===== src/design/lpi_pkg.sv =====
// Shared types and constants for the leaky PI lead-lag correction unit.
`default_nettype none

package lpi_pkg;

  // Item field widths and APB bus widths
  localparam int ERR_WIDTH   = 8;
  localparam int COUNT_WIDTH = 16;
  localparam int CORR_WIDTH  = 16;
  localparam int ADDR_WIDTH  = 5;
  localparam int DATA_WIDTH  = 32;

  // Register reset values
  localparam logic [15:0] LEAK_FACTOR_RST        = 16'd243;
  localparam logic [4:0]  LEAK_SHIFT_RST         = 5'd8;
  localparam logic [15:0] INTEGRAL_GAIN_RST      = 16'd128;
  localparam logic [4:0]  INTEGRAL_SHIFT_RST     = 5'd9;
  localparam logic [15:0] PROPORTIONAL_GAIN_RST  = 16'd128;
  localparam logic [4:0]  PROPORTIONAL_SHIFT_RST = 5'd9;
  localparam logic [14:0] CORRECTION_LIMIT_RST   = 15'd32767;
  localparam logic [30:0] ACC_LIMIT_RST          = 31'd1497;

  // Register map, word index into the APB space
  typedef enum logic [2:0] {
    REG_LEAK_FACTOR        = 3'd0,
    REG_LEAK_SHIFT         = 3'd1,
    REG_INTEGRAL_GAIN      = 3'd2,
    REG_INTEGRAL_SHIFT     = 3'd3,
    REG_PROPORTIONAL_GAIN  = 3'd4,
    REG_PROPORTIONAL_SHIFT = 3'd5,
    REG_CORRECTION_LIMIT   = 3'd6,
    REG_ACC_LIMIT          = 3'd7
  } reg_idx_t;

  // Register contents seen by the datapath
  typedef struct packed {
    logic [15:0] leak_factor;
    logic [4:0]  leak_shift;
    logic [15:0] integral_gain;
    logic [4:0]  integral_shift;
    logic [15:0] proportional_gain;
    logic [4:0]  proportional_shift;
    logic [14:0] correction_limit;
    logic [30:0] acc_limit;
  } cfg_t;

  // Controller states
  typedef enum logic [2:0] {
    ST_IDLE,
    ST_LEAK,
    ST_ACC,
    ST_GAIN,
    ST_CORR
  } state_t;

  // Commands from controller to datapath
  typedef struct packed {
    logic load_in;
    logic do_leak;
    logic do_acc;
    logic do_gain;
    logic load_out;
  } cmd_t;

endpackage

`default_nettype wire


===== src/design/lpi_regs.sv =====
// APB register file holding gains, shifts and limits.
`default_nettype none

module lpi_regs (
  input  wire logic                              clk,
  input  wire logic                              rst,
  input  wire logic                              psel,
  input  wire logic                              penable,
  input  wire logic                              pwrite,
  input  wire logic [lpi_pkg::ADDR_WIDTH-1:0]    paddr,
  input  wire logic [lpi_pkg::DATA_WIDTH-1:0]    pwdata,
  output logic      [lpi_pkg::DATA_WIDTH-1:0]    prdata,
  output logic                                   pready,
  output lpi_pkg::cfg_t                          cfg
);

  lpi_pkg::reg_idx_t idx;
  logic              wr_en;

  assign idx    = lpi_pkg::reg_idx_t'(paddr[4:2]);
  assign wr_en  = psel & penable & pwrite;
  assign pready = 1'b1;

  // Register writes
  always_ff @(posedge clk) begin
    if (rst) begin
      cfg.leak_factor        <= lpi_pkg::LEAK_FACTOR_RST;
      cfg.leak_shift         <= lpi_pkg::LEAK_SHIFT_RST;
      cfg.integral_gain      <= lpi_pkg::INTEGRAL_GAIN_RST;
      cfg.integral_shift     <= lpi_pkg::INTEGRAL_SHIFT_RST;
      cfg.proportional_gain  <= lpi_pkg::PROPORTIONAL_GAIN_RST;
      cfg.proportional_shift <= lpi_pkg::PROPORTIONAL_SHIFT_RST;
      cfg.correction_limit   <= lpi_pkg::CORRECTION_LIMIT_RST;
      cfg.acc_limit          <= lpi_pkg::ACC_LIMIT_RST;
    end else if (wr_en) begin
      unique case (idx)
        lpi_pkg::REG_LEAK_FACTOR:        cfg.leak_factor        <= pwdata[15:0];
        lpi_pkg::REG_LEAK_SHIFT:         cfg.leak_shift         <= pwdata[4:0];
        lpi_pkg::REG_INTEGRAL_GAIN:      cfg.integral_gain      <= pwdata[15:0];
        lpi_pkg::REG_INTEGRAL_SHIFT:     cfg.integral_shift     <= pwdata[4:0];
        lpi_pkg::REG_PROPORTIONAL_GAIN:  cfg.proportional_gain  <= pwdata[15:0];
        lpi_pkg::REG_PROPORTIONAL_SHIFT: cfg.proportional_shift <= pwdata[4:0];
        lpi_pkg::REG_CORRECTION_LIMIT:   cfg.correction_limit   <= pwdata[14:0];
        lpi_pkg::REG_ACC_LIMIT:          cfg.acc_limit          <= pwdata[30:0];
      endcase
    end
  end

  // Read-back mux
  always_comb begin
    unique case (idx)
      lpi_pkg::REG_LEAK_FACTOR:        prdata = {16'd0, cfg.leak_factor};
      lpi_pkg::REG_LEAK_SHIFT:         prdata = {27'd0, cfg.leak_shift};
      lpi_pkg::REG_INTEGRAL_GAIN:      prdata = {16'd0, cfg.integral_gain};
      lpi_pkg::REG_INTEGRAL_SHIFT:     prdata = {27'd0, cfg.integral_shift};
      lpi_pkg::REG_PROPORTIONAL_GAIN:  prdata = {16'd0, cfg.proportional_gain};
      lpi_pkg::REG_PROPORTIONAL_SHIFT: prdata = {27'd0, cfg.proportional_shift};
      lpi_pkg::REG_CORRECTION_LIMIT:   prdata = {17'd0, cfg.correction_limit};
      lpi_pkg::REG_ACC_LIMIT:          prdata = {1'b0, cfg.acc_limit};
    endcase
  end

endmodule

`default_nettype wire


===== src/design/lpi_ctrl.sv =====
// Sequencing state machine and output handshake for the correction unit.
`default_nettype none

module lpi_ctrl (
  input  wire logic    clk,
  input  wire logic    rst,
  input  wire logic    in_valid,
  output logic         in_ready,
  output logic         out_valid,
  input  wire logic    out_ready,
  output lpi_pkg::cmd_t cmd
);

  lpi_pkg::state_t state, state_next;
  logic            out_valid_next;
  logic            out_free;

  // Output register may be refilled when empty or being emptied this cycle
  assign out_free = ~out_valid | out_ready;

  // State and output-valid registers
  always_ff @(posedge clk) begin
    if (rst) begin
      state     <= lpi_pkg::ST_IDLE;
      out_valid <= 1'b0;
    end else begin
      state     <= state_next;
      out_valid <= out_valid_next;
    end
  end

  // Next state and commands
  always_comb begin
    state_next   = state;
    in_ready     = 1'b0;
    cmd          = '0;
    unique case (state)
      lpi_pkg::ST_IDLE: begin
        in_ready = 1'b1;
        if (in_valid) begin
          cmd.load_in = 1'b1;
          state_next  = lpi_pkg::ST_LEAK;
        end
      end
      lpi_pkg::ST_LEAK: begin
        cmd.do_leak = 1'b1;
        state_next  = lpi_pkg::ST_ACC;
      end
      lpi_pkg::ST_ACC: begin
        cmd.do_acc = 1'b1;
        state_next = lpi_pkg::ST_GAIN;
      end
      lpi_pkg::ST_GAIN: begin
        cmd.do_gain = 1'b1;
        state_next  = lpi_pkg::ST_CORR;
      end
      lpi_pkg::ST_CORR: begin
        // once the result register is free, finish this item and take the next one in the same cycle
        if (out_free) begin
          cmd.load_out = 1'b1;
          in_ready     = 1'b1;
          if (in_valid) begin
            cmd.load_in = 1'b1;
            state_next  = lpi_pkg::ST_LEAK;
          end else begin
            state_next  = lpi_pkg::ST_IDLE;
          end
        end
      end
      default: state_next = lpi_pkg::ST_IDLE;
    endcase
  end

  // Result item valid flag
  always_comb begin
    if (cmd.load_out) begin
      out_valid_next = 1'b1;
    end else if (out_ready) begin
      out_valid_next = 1'b0;
    end else begin
      out_valid_next = out_valid;
    end
  end

endmodule

`default_nettype wire


===== src/design/lpi_dp.sv =====
// Datapath: leaky accumulator, gain multiplies, clamps and output registers.
`default_nettype none

module lpi_dp #(
  parameter int ACC_WIDTH = 32
) (
  input  wire logic                                   clk,
  input  wire logic                                   rst,
  input  wire lpi_pkg::cmd_t                          cmd,
  input  wire lpi_pkg::cfg_t                          cfg,
  input  wire logic signed [lpi_pkg::ERR_WIDTH-1:0]   position_error,
  input  wire logic        [lpi_pkg::COUNT_WIDTH-1:0] raw_count,
  output logic signed      [lpi_pkg::CORR_WIDTH-1:0]  correction,
  output logic             [lpi_pkg::COUNT_WIDTH-1:0] corrected_count
);

  // product of a 17-bit signed gain and the accumulator, and one guard bit
  localparam int PW  = ACC_WIDTH + 17;
  localparam int LW  = PW + 1;
  localparam int EW  = lpi_pkg::ERR_WIDTH;
  localparam int PPW = EW + 17;

  localparam logic signed [LW-1:0] WIDTH_MAX =
    {{(LW - ACC_WIDTH + 1){1'b0}}, {(ACC_WIDTH - 1){1'b1}}};

  // symmetric clamp at working width
  function automatic logic signed [LW-1:0] clamp_sym(
    input logic signed [LW-1:0] x,
    input logic signed [LW-1:0] lim
  );
    logic signed [LW-1:0] r;
    r = x;
    if (x > lim) begin
      r = lim;
    end else if (x < -lim) begin
      r = -lim;
    end
    return r;
  endfunction

  logic signed [EW-1:0]                   err_q;
  logic        [lpi_pkg::COUNT_WIDTH-1:0] raw_q;
  logic signed [ACC_WIDTH-1:0]            acc;
  logic signed [PW-1:0]                   leak_prod;
  logic signed [PW-1:0]                   int_prod;
  logic signed [PPW-1:0]                  prop_prod;

  logic signed [LW-1:0]        acc_lim_ext;
  logic signed [LW-1:0]        alim;
  logic signed [LW-1:0]        acc_old_c;
  logic signed [ACC_WIDTH-1:0] acc_old_n;
  logic signed [PW-1:0]        leak_sh;
  logic signed [LW-1:0]        acc_sum;
  logic signed [LW-1:0]        acc_new;
  logic signed [PW-1:0]        int_sh;
  logic signed [PPW-1:0]       prop_sh;
  logic signed [LW-1:0]        corr_sum;
  logic signed [LW-1:0]        corr_lim;
  logic signed [LW-1:0]        corr_c;

  // accumulator limit, capped to what the accumulator width can hold
  assign acc_lim_ext = {{(LW - 31){1'b0}}, cfg.acc_limit};
  assign alim        = (acc_lim_ext > WIDTH_MAX) ? WIDTH_MAX : acc_lim_ext;

  // leak step: clamp old accumulator against the current limit
  assign acc_old_c = clamp_sym({{(LW - ACC_WIDTH){acc[ACC_WIDTH-1]}}, acc}, alim);
  assign acc_old_n = acc_old_c[ACC_WIDTH-1:0];

  // accumulate step
  assign leak_sh = leak_prod >>> cfg.leak_shift;
  assign acc_sum = {leak_sh[PW-1], leak_sh} + {{(LW - EW){err_q[EW-1]}}, err_q};
  assign acc_new = clamp_sym(acc_sum, alim);

  // correction step
  assign int_sh   = int_prod >>> cfg.integral_shift;
  assign prop_sh  = prop_prod >>> cfg.proportional_shift;
  assign corr_sum = {int_sh[PW-1], int_sh} + {{(LW - PPW){prop_sh[PPW-1]}}, prop_sh};
  assign corr_lim = {{(LW - 15){1'b0}}, cfg.correction_limit};
  assign corr_c   = clamp_sym(corr_sum, corr_lim);

  // accumulator state
  always_ff @(posedge clk) begin
    if (rst) begin
      acc <= '0;
    end else if (cmd.do_acc) begin
      acc <= acc_new[ACC_WIDTH-1:0];
    end
  end

  // item capture and multiplier registers
  always_ff @(posedge clk) begin
    if (cmd.load_in) begin
      err_q <= position_error;
      raw_q <= raw_count;
    end
    if (cmd.do_leak) begin
      leak_prod <= $signed({1'b0, cfg.leak_factor}) * acc_old_n;
    end
    if (cmd.do_gain) begin
      int_prod  <= $signed({1'b0, cfg.integral_gain}) * acc;
      prop_prod <= $signed({1'b0, cfg.proportional_gain}) * err_q;
    end
  end

  // result registers
  always_ff @(posedge clk) begin
    if (cmd.load_out) begin
      correction      <= corr_c[lpi_pkg::CORR_WIDTH-1:0];
      corrected_count <= raw_q + corr_c[lpi_pkg::COUNT_WIDTH-1:0];
    end
  end

endmodule

`default_nettype wire


===== src/design/leaky_pi_lead_lag_correction_unit.sv =====
// Leaky PI lead-lag correction unit: top level.
//
// Input channel (in_valid/in_ready) carries position_error and raw_count;
// the result channel (out_valid/out_ready) carries correction and
// corrected_count, one result item for every input item, in order.
// Gains, shifts and limits sit in an APB register file (word addresses
// 0x00..0x1C, pready tied high); the user must write them only while the
// block is idle; the block itself does not enforce this.
//
// Each item passes through four steps of the sequencer: leak multiply,
// accumulate and clamp, gain multiplies, correction sum and clamp. The two
// multiply steps are each followed by a register. A new item is taken
// only when the last one has reached its final step.
// The result register sits between the two channels: the next item is taken
// while the last result waits. If the receiver stalls, the unit holds in its
// final step until the result register frees up, and takes no new item.
// Synchronous reset clears the accumulator, the sequencer and out_valid,
// and loads the register defaults.
`default_nettype none

module leaky_pi_lead_lag_correction_unit #(
  parameter int ACC_WIDTH = 32
) (
  input  wire logic                                   clk,
  input  wire logic                                   rst,
  input  wire logic                                   in_valid,
  output logic                                        in_ready,
  input  wire logic signed [lpi_pkg::ERR_WIDTH-1:0]   position_error,
  input  wire logic        [lpi_pkg::COUNT_WIDTH-1:0] raw_count,
  output logic                                        out_valid,
  input  wire logic                                   out_ready,
  output logic signed      [lpi_pkg::CORR_WIDTH-1:0]  correction,
  output logic             [lpi_pkg::COUNT_WIDTH-1:0] corrected_count,
  input  wire logic                                   psel,
  input  wire logic                                   penable,
  input  wire logic                                   pwrite,
  input  wire logic        [lpi_pkg::ADDR_WIDTH-1:0]  paddr,
  input  wire logic        [lpi_pkg::DATA_WIDTH-1:0]  pwdata,
  output logic             [lpi_pkg::DATA_WIDTH-1:0]  prdata,
  output logic                                        pready
);

  lpi_pkg::cfg_t cfg;
  lpi_pkg::cmd_t cmd;

  // configuration registers
  lpi_regs u_regs (
    .clk     (clk),
    .rst     (rst),
    .psel    (psel),
    .penable (penable),
    .pwrite  (pwrite),
    .paddr   (paddr),
    .pwdata  (pwdata),
    .prdata  (prdata),
    .pready  (pready),
    .cfg     (cfg)
  );

  // sequencer
  lpi_ctrl u_ctrl (
    .clk       (clk),
    .rst       (rst),
    .in_valid  (in_valid),
    .in_ready  (in_ready),
    .out_valid (out_valid),
    .out_ready (out_ready),
    .cmd       (cmd)
  );

  // arithmetic
  lpi_dp #(
    .ACC_WIDTH (ACC_WIDTH)
  ) u_dp (
    .clk             (clk),
    .rst             (rst),
    .cmd             (cmd),
    .cfg             (cfg),
    .position_error  (position_error),
    .raw_count       (raw_count),
    .correction      (correction),
    .corrected_count (corrected_count)
  );

endmodule

`default_nettype wire


===== config.mk =====
export PLATFORM = sky130hd
export DESIGN_NAME = leaky_pi_lead_lag_correction_unit
export DESIGN_NICKNAME = d
export VERILOG_FILES = /design/src/design/lpi_pkg.sv /design/src/design/lpi_regs.sv /design/src/design/lpi_ctrl.sv /design/src/design/lpi_dp.sv /design/src/design/leaky_pi_lead_lag_correction_unit.sv
export SDC_FILE = /design/constraint.sdc
export NUM_CORES = 2
export LEC_CHECK = 0
export ABC_AREA = 1
export BUFFER_PORTS_ARGS = -buffer_cell sky130_fd_sc_hd__buf_2
export CAP_MARGIN = 25
export CELL_PAD_IN_SITES_DETAIL_PLACEMENT = 0
export CELL_PAD_IN_SITES_GLOBAL_PLACEMENT = 1
export CORE_MARGIN = 2
export CORE_UTILIZATION = 45
export DETAILED_ROUTE_END_ITERATION = 7
export GPL_ROUTABILITY_DRIVEN = 0
export PLACE_DENSITY = 0.78
export SLEW_MARGIN = 20
export SYNTH_ARGS = -nofsm -noshare
export SYNTH_HDL_FRONTEND = slang
export SYNTH_HIERARCHICAL = 1
export SYNTH_SLANG_ARGS = --single-unit
export TNS_END_PERCENT = 50

===== constraint.sdc =====
create_clock -name clk -period 9.75 [get_ports clk]
set_clock_uncertainty 0.15 [all_clocks]
set_input_delay 0.975 -clock clk [delete_from_list [all_inputs] [get_ports clk]]
set_output_delay 0.975 -clock clk [all_outputs]
set_load 0.05 [all_outputs]

* Word level (Yosys, flattened, before mapping)
Index checks and enable logic that the tools add are counted.
** Cells by class
- Reductions and logical operators :: 12
- Muxes and demuxes :: 23
- Eq/ne operators :: 13
- $lt $le $gt $ge :: 7
- Bitwise gates (word level) :: 4
- Add/subtract/negate cells :: 5
- Multiply operators :: 3
- Shift operators :: 3
** Operators by type and width (count)
- one-hot mux 32 bit (8 select lines) :: 1
- two-way mux 32 bit :: 4
- < comparator 50 bit :: 2
- multiplier 17 x 32 -> 49 bit :: 2
- >>> shifter 49 x 5 -> 49 bit :: 2
- adder 49 x 25 -> 50 bit :: 1
- adder 49 x 8 -> 50 bit :: 1
- > comparator 50 x 16 -> 1 bit :: 1
- > comparator 50 x 32 -> 1 bit :: 1
- < comparator 32 x 50 -> 1 bit :: 1
- negation 15 -> 50 bit :: 1
- negation 31 -> 50 bit :: 1
- > comparator 32 bit :: 1
- two-way mux 16 bit :: 2
- > comparator 31 bit (second input constant) :: 1
- two-way mux 31 bit :: 1
- multiplier 17 x 8 -> 25 bit :: 1
- >>> shifter 25 x 5 -> 25 bit :: 1
- AND reduction 2 bit :: 9
- adder 16 bit :: 1
- equality test 3 bit (second input constant) :: 5
- one-hot mux 3 bit (5 select lines) :: 1
- equality test 3 x 2 -> 1 bit (second input constant) :: 4
- two-way mux 1 bit :: 10
- other kinds (10) :: 15
** Word-level totals
- Register bits :: 324
- Output and inout port bits :: 67
- Bits of input ports :: 68

* Depth between registers and ports, before layout
- Depth in word-level cells :: 7
- Mapped depth :: 62
- Depth with buffers taken out :: 61

* Cells and area by module
Netlist, hierarchy kept.
** Modules (own cells, without submodules)
- lpi_dp :: area each 69584.2 sq um, times used 1, cells each 9624
- lpi_regs :: area each 4847.1 sq um, times used 1, cells each 708
- lpi_ctrl :: area each 234.0 sq um, times used 1, cells each 37

* Worst setup path before layout
OpenSTA, ideal clock, no wires.
- Path type :: reg-to-reg
- Start :: register, netlist name u_regs/cfg[1]
- End :: register u_dp.leak_prod[37] (data pin)
- Cell stages (with the launch flop) :: 51
- Required time :: 9.342 ns
- Path slack :: -0.159 ns
- Setup time :: 0.258 ns
- Arrival time :: 9.501 ns
- Clock period less this slack :: 9.909 ns
- Path through :: dfxtp_1 inv_2 ha_1 nand2_1 nor2_2 inv_1 nor2_1 nand3_1 nor3_1 nand2_1 nor4_1 nand4_1 nor3_1 nand4_1 nor4_1 ha_1 nand2_1 nor2_1 [15 not listed] fa_1 fa_1 inv_1 fa_1 inv_1 fa_1 inv_1 ha_1 nand2_1 inv_1 nand3_1 o31ai_1 a21boi_0 o21ai_0 a21boi_0 o21ai_0 a21oi_1 xnor2_1
** Between the ends
- Word-level cells in the longest chain between the ends :: 7
- Elaborated cells on any way between the ends :: 8
** RTL lines
- > comparator 31 bit :: line lpi_dp.sv:63 : assign alim = (acc_lim_ext > WIDTH_MAX) ? WIDTH_MAX : acc_lim_ext;
- two-way mux 31 bit * :: line lpi_dp.sv:63
- negation 31 -> 50 bit :: line lpi_dp.sv:35 : end else if (x < -lim) begin
- < comparator 32 x 50 -> 1 bit :: line lpi_dp.sv:35
- two-way mux 32 bit :: line lpi_dp.sv:35
- two-way mux 32 bit * :: line lpi_dp.sv:33 : if (x > lim) begin
- multiplier 17 x 32 -> 49 bit * :: line lpi_dp.sv:97 : leak_prod <= $signed({1'b0, cfg.leak_factor}) * acc_old_n;
- end signal: assignment :: line lpi_dp.sv:97
- end: declaration :: line lpi_dp.sv:44 : logic signed [PW-1:0] leak_prod;
Mark *: on every way between the ends. The rest lies on a longest branch, timed or not.
A chain may end at the register's enable or synchronous reset.

* Worst setup path in the final report
- Start :: register, netlist name u_regs/cfg[0]
- End :: register u_dp.leak_prod[46] (data pin)
** Between the ends
- Word-level cells in the longest chain between the ends :: 7
- Elaborated cells on any way between the ends :: 8
** RTL lines (line)
- > comparator 31 bit :: lpi_dp.sv:63
- two-way mux 31 bit * :: lpi_dp.sv:63
- negation 31 -> 50 bit :: lpi_dp.sv:35
- < comparator 32 x 50 -> 1 bit :: lpi_dp.sv:35
- two-way mux 32 bit :: lpi_dp.sv:35
- two-way mux 32 bit * :: lpi_dp.sv:33
- multiplier 17 x 32 -> 49 bit * :: lpi_dp.sv:97
Marked as above.

==> impl_results.md <==
- CP bufs+invs: 24
- Cell count along the critical path: 70
- Slew HR: 29.4%
- Worst R2R Start: u_regs/cfg[0]$_SDFFE_PP1P_
- RSZ-0062 raised after global routing: true
- DR DRC count: 0
- Worst-path fanout max: 5
- ANT nets after route: 0
- Drt wl/cell: 20.5 um
- Synth Warn #: 6
- Endpoints failing setup: 27
- GRT Total Usage: 31.4%
- DR iter-0 viols: 7222
- Hold path cells: 2
- Full die area: 169000 um2
- Die height: 411 um
- Htree depth: 2
- Req. time, crit path: 9970 ps
- Hold Startpoint: u_ctrl/out_valid$_SDFFE_PP0P_
- Vias in the first global route: 70500
- Post-synth EDFFs: 179
- Worst path arrival time: 10380 ps
- CTS buffer count: 40
- Ys async rst share: 0%
- Synthesized cell area: 74700 um2
- Biggest area consumer among synthesized cells: fa_1
- Seq/Total Area, Yosys: 11.1%
- Post-synthesis register bit count: 324
- Post-synth top flop: edfxtp_1
- Crit end category: flop
- Clock Path Buffers: 3
- HP Class: flop to flop
- Largest net degree at the start of global routing: 104
- Multi-input gate area: 58500 um2
- Routed WL: 268 mm
- Slew Limit Fails: 0
- Max Clock Freq: 0.0984 GHz
- Gate Count Post-Synth: 10400
- Root buf cell: clkbuf_16
- CTS Sinks: 324
- Launch point of the worst path: u_regs/cfg[0]$_SDFFE_PP1P_
- Filler cells: 16100
- Crit-path leading delay family: adder cells
- HPWL after DPL: 221 mm
- Avg Inst Size Synth: 7.20 um2
- Die width: 411 um
- Final worst slack: -416 ps
- GRT Residual Overflow: 0
- Worst-path clk slew: 60 ps
- R2r setup slk: -420 ps
- Fin nets: 12600
- First-pass GRT wire length: 411 mm
- Pre-Repair DR Iteration Count: 8
- Starting Density: 45.3%
- Vias: 71600
- Clock Latency Late Sink: 630 ps
- Worst setup path endpoint: u_dp/leak_prod[46]$_DFFE_PP_
- Core area: 165000 um2
- Violated checks: negative setup slack
- Initial antenna violation count: 9
- Post-synth top area share: 28.6%
- Sequential cell area: 8290 um2
- Worst path max stage delay: 560 ps
- Sum Neg Setup Slack: -6570 ps
- TritonCTS clock tree: built
- Most used cell, CP: buf_4
- Count of final hold-check violations: 0
- Port bufs: 129
- Outcome: complete, but fails checks
- Worst reg-to-reg path cell count: 70
- Slew @ Worst Pin: 1060 ps
- Slowest-stage cell, CP: fa_1
- Synth Net Count: 12100
- Critical Path Source Type: flop
- Ports: 135
- Synth top area cells: fa_1, nand2_1, inv_1
- Critical R2R Capture: u_dp/leak_prod[46]$_DFFE_PP_
- Num rows: 149
- Library cells used by synthesis: 63
- Tmin final: 10170 ps
- Layout area overhead: 14.7%
- Crit path kind: flop to flop
- DP Worst Slack: -1040 ps
- Fraction of layout cells with a size suffix above 1: 13.1%
- Via-to-Cell Ratio: 5.48
- Max-cap violations: 0
- Tcrit/Tclk final: 104%
area by class of cell:
cell class,instances,share of cell area [%]
Clock buffer,47,1.25
Clock inverter,26,0.367
Sequential cell,324,9.68
Tap cell,2189,3.20
Antenna cell,2,0.00584
Timing Repair Buffer,853,7.77
Multi-Input combinational cell,7464,68.3
Inverter,2156,9.46
placed cells by master, fill, tap and decap left out, types with 24 or more instances in the layout:
cell	instances
edfxtp_1	179
buf_4	643
buf_6	52
nor2_1	823
nand4_1	104
o211ai_1	38
ha_4	24
nand2_4	32
xor2_1	132
o21bai_1	30
ha_1	602
dfxtp_1	138
inv_2	64
nand2_2	61
inv_1	2081
nand3_1	721
a31oi_1	34
fa_1	1046
a21oi_1	408
nor3_1	58
nor2_2	50
o21ai_0	557
nor2_4	32
xnor2_1	66
nand2_1	2193
mux2i_1	79
buf_2	129
clkbuf_16	41
nand3_2	60
state kept, by name (all words and copies together), names as in the netlist:
name	cells
u_dp/err_q	8
u_regs/cfg	109
u_ctrl/out_valid	1
u_dp/acc	32
u_dp/corrected_count	16
u_dp/prop_prod	25
u_dp/int_prod	49
u_dp/raw_q	16
u_ctrl/state	3
u_dp/correction	16
u_dp/leak_prod	49
tightest hold or removal path, delay by kind of cell, from the launching register on:
| family | cells | cell delay (ps) |
|---|---|---|
| simple gates | 1 | 90 |
| flops | 1 | 320 |
| compound gates | 1 | 60 |
routing by layer:
| layer | global-route usage (%) | routed length (um) |
|---|---|---|
| met2 | 48.3 | 116000 |
| met5 | 0 | 61 |
| met3 | 5.40 | 24400 |
| met1 | 44.2 | 116000 |
| met4 | 11.4 | 11200 |
what timing repair did:
item	CTS	global route
cloned	3	0
hold buffers	0	0
buffers inserted	82	29
setup endpoints to repair	35	43
gates resized for setup	318	215
pin swaps	164	129
logic make-up after synthesis:
family          after synthesis  share of synthesized area (%)
simple gates               4234                           24.0
buf+inv                    2581                           13.3
fa+ha+maj                  1693                           39.1
compound gates             1241                           8.98
flops                       324                           11.1
xor+xnor                    215                           2.53
mux                          79                           1.06
other cells                   2                         0.0101
Yosys cell counts (20+ instances only):
library cell and instances:
inv_2 26, o21bai_1 30, inv_1 2121, ha_1 627
o211ai_1 38, a21oi_1 444, edfxtp_1 179, o21ai_0 580
buf_4 20, o21a_1 22, nor4_1 29, nand4_1 104
nand3_1 764, xnor2_1 73, fa_1 1066, a31oi_1 37
dfxtp_1 145, nor3_1 62, mux2i_1 79, nor2_1 870
nor2_2 28, xor2_1 141, nand2_2 32, buf_1 28
nand2_1 2255, clkbuf_1 313, buf_2 53, nand3_2 35
through the flow:
stage / area [um2] / util, % / hold slack (ps) / cells
4_1_cts: 84500 / 51.3 / 349 / 13000
3_3_place_gp: 81100 / 49.2 / 348 / 12900
5_1_grt: 85600 / 52.0 / 360 / 13100
2_1_floorplan: 74700 / - / 299 / 10400
6_report: 85600 / 52.0 / 364 / 13100
3_5_place_dp: 81100 / 49.2 / 360 / 12900
how the worst min path moves through the flow:
stage / end / slack (ps)
after CTS: u_dp/raw_q[11]$_DFFE_PP_ / 350
after detailed placement: u_ctrl/state[2]$_SDFFE_PP0P_ / 360
final: u_ctrl/out_valid$_SDFFE_PP0P_ / 360
after global placement: u_ctrl/out_valid$_SDFFE_PP0P_ / 350
after floorplan: u_regs/cfg[58]$_SDFFE_PP1P_ / 300
after global routing: u_dp/raw_q[11]$_DFFE_PP_ / 360
Power is left out: the tool's default activity adds up to more than one toggle a clock period on the data nets, which glitch-free logic cannot reach.
